--- src/rtl/assert_macros.svh ---
// assertion macros used by the breathing led duty generator
// no dependencies; define NO_ASSERTIONS to compile them away
`ifndef ASSERT_MACROS_SVH
`define ASSERT_MACROS_SVH
`ifndef NO_ASSERTIONS
`define LBB_ASSERT_IMPLY(label, clk, rst_n, ante, cons) \
	label: assert property (@(posedge clk) disable iff (!rst_n) (ante) |-> (cons)) \
		else $error("implication check failed");
`define LBB_ASSERT_NEXT(label, clk, rst_n, ante, cons) \
	label: assert property (@(posedge clk) disable iff (!rst_n) (ante) |=> (cons)) \
		else $error("next-cycle check failed");
`else
`define LBB_ASSERT_IMPLY(label, clk, rst_n, ante, cons)
`define LBB_ASSERT_NEXT(label, clk, rst_n, ante, cons)
`endif
`endif

--- src/rtl/lbb_pkg.sv ---
// types and constants for the breathing led duty generator
// no dependencies
package lbb_pkg;

	localparam int unsigned DUTY_W = 16;
	localparam int unsigned CFG_W  = 8;
	localparam int unsigned CFG_IDX_W = 2;

	// register indexes
	localparam logic [CFG_IDX_W-1:0] CFG_BREATH_ENABLE = 2'd0;
	localparam logic [CFG_IDX_W-1:0] CFG_TICK_DIVIDE   = 2'd1;
	localparam logic [CFG_IDX_W-1:0] CFG_MIN_LEVEL     = 2'd2;

	localparam logic [7:0] TICK_DIVIDE_RESET = 8'd200;
	localparam logic [7:0] MIN_LEVEL_RESET   = 8'd3;

	// opcodes
	localparam logic OP_TICK      = 1'b0;
	localparam logic OP_SET_COLOR = 1'b1;

	localparam logic [8:0]  PHASE_TOP  = 9'd200;
	localparam logic [8:0]  PHASE_MID  = 9'd100;
	localparam logic [6:0]  ARC_RADIUS = 7'd100;
	localparam logic [13:0] ARC_RADIUS_SQ = 14'd10000;

	localparam int unsigned ROOT_W = 16;

	typedef struct packed {
		logic              opcode;
		logic [DUTY_W-1:0] red_in;
		logic [DUTY_W-1:0] green_in;
		logic [DUTY_W-1:0] blue_in;
	} in_item_t;

	typedef struct packed {
		logic [DUTY_W-1:0] red_duty;
		logic [DUTY_W-1:0] green_duty;
		logic [DUTY_W-1:0] blue_duty;
	} out_item_t;

endpackage

--- src/rtl/lbb_isqrt.sv ---
// iterative floor square root, one trial subtract per cycle
// depends on lbb_pkg
module lbb_isqrt (
	input  logic        clk,
	input  logic        arst_n,
	input  logic        start,
	input  logic [13:0] radicand,
	output logic        busy,
	output logic        done,
	output logic [6:0]  root
);

	logic [lbb_pkg::ROOT_W-1:0] rem_q;
	logic [lbb_pkg::ROOT_W-1:0] root_q;
	logic [lbb_pkg::ROOT_W-1:0] bit_q;
	logic                       busy_q;
	logic                       done_q;
	logic [lbb_pkg::ROOT_W-1:0] trial;

	assign trial = root_q + bit_q;

	always_ff @(posedge clk or negedge arst_n) begin
		if (!arst_n) begin
			busy_q <= 1'b0;
			done_q <= 1'b0;
		end else begin
			done_q <= 1'b0;
			if (start) begin
				busy_q <= 1'b1;
			end else if (busy_q && bit_q == lbb_pkg::ROOT_W'(1)) begin
				busy_q <= 1'b0;
				done_q <= 1'b1;
			end
		end
	end

	always_ff @(posedge clk) begin
		if (start) begin
			rem_q  <= lbb_pkg::ROOT_W'(radicand);
			root_q <= '0;
			bit_q  <= lbb_pkg::ROOT_W'(1) << 14;
		end else if (busy_q) begin
			if (rem_q >= trial) begin
				rem_q  <= rem_q - trial;
				root_q <= (root_q >> 1) + bit_q;
			end else begin
				root_q <= root_q >> 1;
			end
			bit_q <= bit_q >> 2;
		end
	end

	assign busy = busy_q;
	assign done = done_q;
	assign root = root_q[6:0];

endmodule

--- src/rtl/led_breathing_brightness.sv ---
// breathing led duty generator: set-color passthrough and circular-arc breathing on blue
// depends on lbb_pkg, lbb_isqrt and assert_macros.svh
//
//   input channel (in_valid/in_stall/in_data) takes one transaction per item:
//   opcode set color or tick. output channel (out_valid/out_stall/out_data)
//   carries zero or one result per item. the block takes one item at a time
//   and holds in_stall high while an item is in work.
//   a set-color item is registered in res_q on acceptance and copied to the
//   output register from the hold state once it is free, which frees the input.
//   a tick that fires a phase step squares the distance, runs the iterative
//   root unit (one trial subtract a cycle), waits for its done flag and does
//   the min-level compare; a level at or above min_level goes through the hold
//   state to the output register, after which the next item goes in. a step
//   that lands below min_level ends with no result, and the midpoint step
//   skips the root unit with level zero. ticks that only bump the prescaler or
//   wrap the phase, and all ticks while breathing is off, give no result.
//   a stalled result holds in the output register while the next item is
//   accepted and computed; that item then waits for the register to free.
//   reset clears both counters, disables breathing, sets tick_divide to 200
//   and min_level to 3; configuration writes are expected only while idle.
`include "assert_macros.svh"
module led_breathing_brightness (
	input  logic                               clk,
	input  logic                               arst_n,
	input  logic                               in_valid,
	output logic                               in_stall,
	input  lbb_pkg::in_item_t                  in_data,
	output logic                               out_valid,
	input  logic                               out_stall,
	output lbb_pkg::out_item_t                 out_data,
	input  logic                               cfg_we,
	input  logic [lbb_pkg::CFG_IDX_W-1:0]      cfg_index,
	input  logic [lbb_pkg::CFG_W-1:0]          cfg_data
);

	localparam logic [2:0] ST_IDLE = 3'd0;
	localparam logic [2:0] ST_SQ   = 3'd1;
	localparam logic [2:0] ST_ROOT = 3'd2;
	localparam logic [2:0] ST_LVL  = 3'd3;
	localparam logic [2:0] ST_HOLD = 3'd4;

	logic [2:0]         state_q;
	logic               breath_enable_q;
	logic [7:0]         tick_divide_q;
	logic [7:0]         min_level_q;
	logic [7:0]         prescale_q;
	logic [7:0]         phase_q;
	logic [6:0]         dist_q;
	logic [7:0]         level_q;
	lbb_pkg::out_item_t res_q;
	lbb_pkg::out_item_t out_q;
	logic               out_valid_q;

	logic        accept;
	logic [7:0]  pre_next;
	logic [8:0]  phase_next;
	logic [8:0]  dist_hi;
	logic [13:0] dist_sq;
	logic [13:0] radicand;
	logic        sq_start;
	logic        sq_busy;
	logic        sq_done;
	logic [6:0]  sq_root;
	logic        out_free;

	assign accept     = in_valid && !in_stall;
	assign in_stall   = (state_q != ST_IDLE);
	assign pre_next   = prescale_q + 8'd1;
	assign phase_next = {1'b0, phase_q} + 9'd1;
	assign dist_hi    = lbb_pkg::PHASE_TOP - phase_next;
	assign dist_sq    = 14'(dist_q) * 14'(dist_q);
	assign radicand   = lbb_pkg::ARC_RADIUS_SQ - dist_sq;
	assign sq_start   = (state_q == ST_SQ);
	assign out_free   = !out_valid_q || !out_stall;

	lbb_isqrt u_isqrt (
		.clk      (clk),
		.arst_n   (arst_n),
		.start    (sq_start),
		.radicand (radicand),
		.busy     (sq_busy),
		.done     (sq_done),
		.root     (sq_root)
	);

	always_ff @(posedge clk or negedge arst_n) begin
		if (!arst_n) begin
			breath_enable_q <= 1'b0;
			tick_divide_q   <= lbb_pkg::TICK_DIVIDE_RESET;
			min_level_q     <= lbb_pkg::MIN_LEVEL_RESET;
		end else if (cfg_we) begin
			unique case (cfg_index)
				lbb_pkg::CFG_BREATH_ENABLE: breath_enable_q <= cfg_data[0];
				lbb_pkg::CFG_TICK_DIVIDE:   tick_divide_q   <= cfg_data;
				lbb_pkg::CFG_MIN_LEVEL:     min_level_q     <= cfg_data;
				default: ;
			endcase
		end
	end

	// sequencer and counters
	always_ff @(posedge clk or negedge arst_n) begin
		if (!arst_n) begin
			state_q    <= ST_IDLE;
			prescale_q <= '0;
			phase_q    <= '0;
		end else begin
			unique case (state_q)
				ST_IDLE: begin
					if (accept) begin
						if (in_data.opcode == lbb_pkg::OP_SET_COLOR) begin
							state_q <= ST_HOLD;
						end else if (breath_enable_q) begin
							if (pre_next < tick_divide_q) begin
								prescale_q <= pre_next;
							end else begin
								prescale_q <= '0;
								if (phase_next > lbb_pkg::PHASE_TOP) begin
									phase_q <= '0;
								end else begin
									phase_q <= phase_next[7:0];
									if (phase_next == lbb_pkg::PHASE_MID) begin
										state_q <= ST_LVL;
									end else begin
										state_q <= ST_SQ;
									end
								end
							end
						end
					end
				end
				ST_SQ:   state_q <= ST_ROOT;
				ST_ROOT: begin
					if (sq_done) begin
						state_q <= ST_LVL;
					end
				end
				ST_LVL: begin
					if (level_q < min_level_q) begin
						state_q <= ST_IDLE;
					end else begin
						state_q <= ST_HOLD;
					end
				end
				ST_HOLD: begin
					if (out_free) begin
						state_q <= ST_IDLE;
					end
				end
				default: state_q <= ST_IDLE;
			endcase
		end
	end

	// datapath registers
	always_ff @(posedge clk) begin
		if (state_q == ST_IDLE && accept) begin
			res_q.red_duty   <= in_data.red_in;
			res_q.green_duty <= in_data.green_in;
			res_q.blue_duty  <= in_data.blue_in;
			level_q          <= '0;
			if (phase_next < lbb_pkg::PHASE_MID) begin
				dist_q <= phase_next[6:0];
			end else begin
				dist_q <= dist_hi[6:0];
			end
		end else if (state_q == ST_ROOT && sq_done) begin
			level_q <= 8'(lbb_pkg::ARC_RADIUS - sq_root);
		end else if (state_q == ST_LVL) begin
			res_q.red_duty   <= '0;
			res_q.green_duty <= '0;
			res_q.blue_duty  <= lbb_pkg::DUTY_W'(level_q);
		end
	end

	// output register
	always_ff @(posedge clk or negedge arst_n) begin
		if (!arst_n) begin
			out_valid_q <= 1'b0;
		end else if (state_q == ST_HOLD && out_free) begin
			out_valid_q <= 1'b1;
		end else if (!out_stall) begin
			out_valid_q <= 1'b0;
		end
	end

	always_ff @(posedge clk) begin
		if (state_q == ST_HOLD && out_free) begin
			out_q <= res_q;
		end
	end

	assign out_valid = out_valid_q;
	assign out_data  = out_q;

	`LBB_ASSERT_IMPLY(a_phase_range, clk, arst_n, 1'b1, {1'b0, phase_q} <= lbb_pkg::PHASE_TOP)
	`LBB_ASSERT_IMPLY(a_root_busy, clk, arst_n, state_q == ST_ROOT && !sq_done, sq_busy)
	`LBB_ASSERT_IMPLY(a_level_range, clk, arst_n, state_q == ST_LVL, level_q <= 8'd100)
	`LBB_ASSERT_NEXT(a_hold_emits, clk, arst_n, state_q == ST_HOLD && out_free, out_valid)

endmodule

--- config.mk ---
export PLATFORM = sky130hd
export DESIGN_NAME = led_breathing_brightness
export DESIGN_NICKNAME = d
export VERILOG_FILES = /design/src/rtl/lbb_pkg.sv /design/src/rtl/lbb_isqrt.sv /design/src/rtl/led_breathing_brightness.sv
export VERILOG_INCLUDE_DIRS = /design/src /design/src/rtl
export SDC_FILE = /design/constraint.sdc
export NUM_CORES = 1
export LEC_CHECK = 0
export BUFFER_PORTS_ARGS = -buffer_cell sky130_fd_sc_hd__buf_2
export CORE_AREA = 2 2 215 217
export CTS_CLUSTER_DIAMETER = 200
export DETAILED_ROUTE_END_ITERATION = 7
export DIE_AREA = 0 0 217 219
export HOLD_SLACK_MARGIN = 0.03
export PLACE_DENSITY = 0.48
export SLEW_MARGIN = 20
export SYNTH_ARGS = -nofsm -noshare
export SYNTH_HDL_FRONTEND = slang
export SYNTH_SLANG_ARGS = --single-unit
--- constraint.sdc ---
create_clock -name clk -period 5.6 [get_ports clk]
set_clock_uncertainty 0.2 [all_clocks]
set_input_delay 0.56 -clock clk [delete_from_list [all_inputs] [get_ports clk]]
set_output_delay 0.56 -clock clk [all_outputs]
set_load 0.03 [all_outputs]
* Word-level counts from Yosys, hierarchy flattened
Index checks and enable logic that the tools add are counted.
** Storage, ports and cells
- Bits in registers :: 190
- Output and inout port bits :: 50
- Logic and storage cells :: 104
** Cells by class
- $add $sub $neg :: 8
- $mul :: 1
- $lt $le $gt $ge :: 5
- Eq/ne operators :: 16
- Mux-type cells :: 26
- Bitwise logic cells :: 2
- Reduce and logical (&&, ||, !) cells :: 25
** Operator list (number)
- $mux 48 :: 3
- $mux 14 :: 3
- $mux 3 :: 8
- $add 15x15->16 :: 1
- $add 16x15->16 :: 1
- $ge 16x16->1 :: 1
- $lt 8x8->1 :: 2
- $mux 16 :: 1
- $mux 8 :: 2
- $sub 16x16->16 :: 1
- $pmux 3 s5 :: 1
- $mul 7x7->14 :: 1
- $sub 14x14->14 const A :: 1
- $reduce_and 2->1 :: 6
- $add 8x1->9 const B :: 1
- $eq 9x7->1 const B :: 1
- $gt 9x8->1 const B :: 1
- $lt 9x7->1 const B :: 1
- $ne 3x3->1 const B :: 3
- $add 8x1->8 const B :: 1
- $eq 8x1->1 const B :: 1
- $reduce_bool 2->1 :: 4
- $sub 7x7->8 const A :: 1
- $mux 7 :: 1
- other kinds (20) :: 36

* Depth between registers and ports, before layout
- Word-level depth :: 9
- Mapped depth :: 19
- Mapped depth without buffers :: 17

* Hierarchy
From an unflattened synthesis, not the netlist that was laid out.
** Unflattened totals
- Cells, all modules :: 1101
- Area, all modules :: 11384.7 um2
** By module, submodules not included
- led_breathing_brightness :: times used 1, cells an instance 697, area an instance 7911.3 um2, sequential area each 4185.3 um2
- lbb_isqrt :: times used 1, cells an instance 404, area an instance 3473.3 um2, sequential area each 991.0 um2

* Worst setup path before layout
OpenSTA, ideal clock, no wires.
- Path type :: register to register
- Start point :: register u_isqrt.root_q[2] (netlist bit)
- End point :: register u_isqrt.rem_q[0] (netlist bit) (enable)
- Library setup time :: 0.404 ns
- Arrival :: 4.275 ns
- Required time :: 4.996 ns
- Slack :: 0.721 ns
- Cell stages (with the launch flop) :: 18
- Path buffers :: 2
- Clock period less this slack :: 4.879 ns
- Cell sequence :: dfxtp_1 > ha_1 > a31oi_1 > o21bai_1 > a31o_2 > a31oi_1 > o21ai_0 > a31oi_1 > xor2_1 > ha_1 > o2111ai_1 > nor2_1 > and2_1 > a22o_1 > buf_2 > nor2_4 > buf_4 > o21ai_0
** On the way
- Longest elaborated chain between the ends :: 4
** Ends and longest elaborated chain
- start, declared :: line lbb_isqrt.sv:14 : logic [lbb_pkg::ROOT_W-1:0] root_q;
- start signal, assigned :: line lbb_isqrt.sv:45 : root_q <= (root_q >> 1) + bit_q;
- start signal, assigned :: line lbb_isqrt.sv:47 : root_q <= root_q >> 1;
- $add 16x15->16 :: line lbb_isqrt.sv:20 : assign trial = root_q + bit_q;
- $ge 16x16->1 :: line lbb_isqrt.sv:43 : if (rem_q >= trial) begin
- $reduce_bool 2->1 (no line)
- $reduce_and 2->1 (no line)
- end signal, assigned :: line lbb_isqrt.sv:39 : rem_q <= lbb_pkg::ROOT_W'(radicand);
- end signal, assigned :: line lbb_isqrt.sv:44 : rem_q <= rem_q - trial;
- end, declared :: line lbb_isqrt.sv:13 : logic [lbb_pkg::ROOT_W-1:0] rem_q;
Every way passes these cells.
A chain may end at the register's enable or synchronous reset.

* Worst setup path in the final report
- Start point :: register dist_q[1]
- End point :: register u_isqrt.rem_q[12] (netlist bit) (data pin)
** On the way
- Longest elaborated chain between the ends :: 3
** Ends and longest elaborated chain
- start, declared :: line led_breathing_brightness.sv:48 : logic [6:0] dist_q;
- start signal, assigned :: line led_breathing_brightness.sv:163 : dist_q <= phase_next[6:0];
- start signal, assigned :: line led_breathing_brightness.sv:165 : dist_q <= dist_hi[6:0];
- $mul 7x7->14 :: line led_breathing_brightness.sv:71 : assign dist_sq = 14'(dist_q) * 14'(dist_q);
- $sub 14x14->14 :: line led_breathing_brightness.sv:72 : assign radicand = lbb_pkg::ARC_RADIUS_SQ - dist_sq;
- $mux 14 :: line lbb_isqrt.sv:38 : if (start) begin
Every way passes these cells.

==> metrics.md <==
| Metric | Value |
|---|---|
| Crit path max fanout | 12 |
| Critical path arrival | 4980 ps |
| DR vias | 8,016 |
| Grt total ovfl | 0 |
| Comb power frac | 3.5% |
| Die Y | 219 um |
| Clock buffer depth | 2 |
| Delay-heaviest family, CP | adder cells |
| Crit path required time | 5590 ps |
| Antenna Nets Post-Route | 0 |
| CTS tree | done |
| Final period util | 89.1% |
| Switching pwr | 0.664 mW |
| CTS Hold Buffers Added | 0 |
| Initial core utilization | 24.8% |
| DR vias/cell | 4.53 |
| Synth-to-Final Area Change | 15.7% |
| Total negative slack | 0 ps |
| Synth Cell Area | 11,200 um2 |
| Sw Share | 23.6% |
| HP Class | in -> async |
| Cell Rows | 78 |
| Min setup slack post-route | 608 ps |
| Chip Width | 217 um |
| Fillers | 4,769 |
| TritonRoute pass-1 iters | 6 |
| Final min period | 4990 ps |
| Slew @ Worst Pin | 897 ps |
| Io pins | 114 |
| RSZ-0062 raised after global routing | false |
| CTS Buf Count | 17 |
| PortBufs | 113 |
| Fin. max-slew vios | 0 |
| FMAX | 200 MHz |
| # H-tree levels | 4 |
| First-pass GRT wire length | 42,200 um |
| Final setup vio count | 0 |
| Worst Path Buf+Inv | 3 |
| Area contributors post-synth | edfxtp_1, ha_1, dfrtp_1 |
| Peak supply drop | 0.000214 V |
| Sequential fraction of the synthesis area | 46.3% |
| Post-synth top flop | edfxtp_1 |
| Die area | 47,500 um2 |
| Leak | 4.89 nW |
| Startpoint types | flop |
| Worst Path Class, Setup | reg -> reg |
| Outcome | finished clean |
| Pint | 2.15 mW |
| WL final | 25,800 um |
| GRT Resource Usage Total | 11.0% |
| Max-cap check violation count | 0 |
| Most common cell in the netlist | edfxtp_1 |
| Post-synth EDFFs | 117 |
| Clk pin slew, worst setup/hold paths | 70 ps |
| Vias in the first global route | 7,999 |
| Pwr/cell area | 217 nW/um2 |
| Synth top cells by count | edfxtp_1, nand2_1, inv_1, ha_1, o21ai_0 |
| Post-synth ARST share | 20.5% |
| Final GP Congestion | 0.786 |
| Worst Setup End Kind | flop |
| Skew-Pair Late Insertion Delay | 440 ps |
| Core Footprint | 45,100 um2 |
| DRC viols | 0 |
| Reg-to-reg slack, setup | 610 ps |
| Setup Fix Bufs, Post-CTS | 0 |
| Setup crit start | dist_q[1] |
| Mapped Avg Cell Area | 10.5 um2 |
| Worst-path cell chain | and2_1 -> fa_1 -> inv_1 -> fa_1 -> fa_1 -> inv_1 -> fa_1 -> inv_1 -> ha_1 -> or3_1 -> nor2_1 -> o21ai_0 -> o211a_1 -> a31oi_1 -> xor2_1 -> mux2i_1 |
| Initial antenna violation count | 1 |
| Power Total | 2.81 mW |
| Register share of total power | 53.7% |
| Clock network power share | 42.8% |
| Synth top area share | 31.4% |
| RR Endpoint | u_isqrt.rem_q[12] |
| Placement Setup Slack | 586 ps |
| Cell taking the most area after synthesis | edfxtp_1 |
| Clk root buf | clkbuf_16 |
| Avg WL per Cell | 14.6 um |
| Total number of yosys warnings | 0 |
| Synth Net Count | 1,222 |
| Worst stage delay on the critical path | 540 ps |
| Antenna fix cells | 0 |
| Finished Core Util | 28.7% |
| Share of layout cells above drive strength 1 | 18.0% |
| Clock sink count | 190 |
| Gate Count Post-Synth | 1,062 |
| Crit-path slowest cell | edfxtp_1 |
| Hpwl dp | 19,000 um |
| Final hold violation count | 0 |
| Cells resized by post-CTS repair | 0 |
| Largest net degree at the start of global routing | 49 |
| Post-synthesis cell type count | 85 |
| DR iter-0 viols | 587 |
| Origin of the critical flop-to-flop path | dist_q[1] |
| Reg2Reg Depth | 16 |
| Most common cell on crit path | fa_1 |
| Worst rel slew slack | 40.2% |
| # nets final | 1,317 |
| Synth Register Bits | 190 |
cells by family (layout without fill, tap and decap cells):
group,count (synthesis),after routing,share of synthesized area [%]
adder cells (fa/ha/maj),96,96,12.1
flip-flops,190,190,46.3
multiplexers,34,34,3.26
AO/OA/AOI/OAI,219,219,13.0
XOR/XNOR,69,69,5.41
AND/OR/NAND/NOR,323,323,14.9
buffers and inverters,131,239,5.06
through the flow:
stage          instance area, um2  std cells  hold WS, ps
2_1_floorplan               11200       1062         64.4
3_3_place_gp                12300       1738          200
3_5_place_dp                12300       1738          205
4_1_cts                     12900       1770         73.6
5_1_grt                     12900       1770          127
6_report                    12900       1770         44.2
sequential cells by signal (all words and copies together), names as in the netlist:
register,flops
breath_enable_q,1
dist_q,7
level_q,8
min_level_q,8
out_data,48
out_valid,1
phase_q,8
prescale_q,8
res_q,48
state_q,3
tick_divide_q,8
u_isqrt.bit_q,8
u_isqrt.busy,1
u_isqrt.done,1
u_isqrt.rem_q,16
u_isqrt.root_q,16
placed cells by master, fill, tap and decap left out, types with 5 or more instances in the layout:
cell,instances
o211ai_1,6
buf_2,113
fa_1,20
a21oi_1,45
o21ai_0,60
dfstp_2,5
dfrtp_1,34
mux2i_1,15
nor3_1,9
or3_1,5
inv_1,84
nor2_1,60
a31oi_1,19
and3_1,48
nand3_1,24
dfxtp_1,34
clkinv_8,5
nand2b_1,14
nand2_1,99
nand4_1,9
o21bai_1,8
xor2_1,34
nand3b_1,5
edfxtp_1,117
nor2b_1,8
ha_1,76
xnor2_1,35
a211oi_1,15
clkbuf_16,17
buf_4,9
a31o_2,6
o31ai_1,8
a21o_1,16
and2_1,10
mux2_2,19
power by group through the flow:
stage	combinational (mW)	sequential [mW]	clock, mW
2_1_floorplan	0.0579	1.54	0
3_3_place_gp	0.0987	1.54	0
3_5_place_dp	0.101	1.54	0
4_1_cts	0.102	1.51	1.25
5_1_grt	0.117	1.51	1.30
6_report	0.0992	1.51	1.20
area by class of cell:
cell class | count | area, um2 | area share [%]
multi-input combinational | 741 | 5470 | 42.3
sequential | 190 | 5180 | 40.0
tap | 600 | 751 | 5.80
timing repair buffer | 122 | 633 | 4.89
clock buffer | 17 | 425 | 3.29
inverter | 85 | 319 | 2.47
clock inverter | 15 | 169 | 1.31
how the worst max path moves through the flow:
stage,cells past startpoint,slack [ps],end
finish,16,610,u_isqrt.rem_q[12]
global route,16,350,u_isqrt.rem_q[12]
CTS,16,590,u_isqrt.rem_q[12]
detailed placement,16,590,u_isqrt.rem_q[12]
global placement,16,720,u_isqrt.rem_q[12]
floorplan,17,720,u_isqrt.rem_q[0]
metal layers:
metal | routed length (um) | vias up | GRT usage [%]
li1 | - | 3985 | -
met5 | 0 | - | 0
met2 | 12200 | 120 | 17.9
met1 | 12600 | 3893 | 15.3
met3 | 817 | 18 | 1.73
met4 | 264 | 0 | 2.76
(Power assumes the default switching activity.)
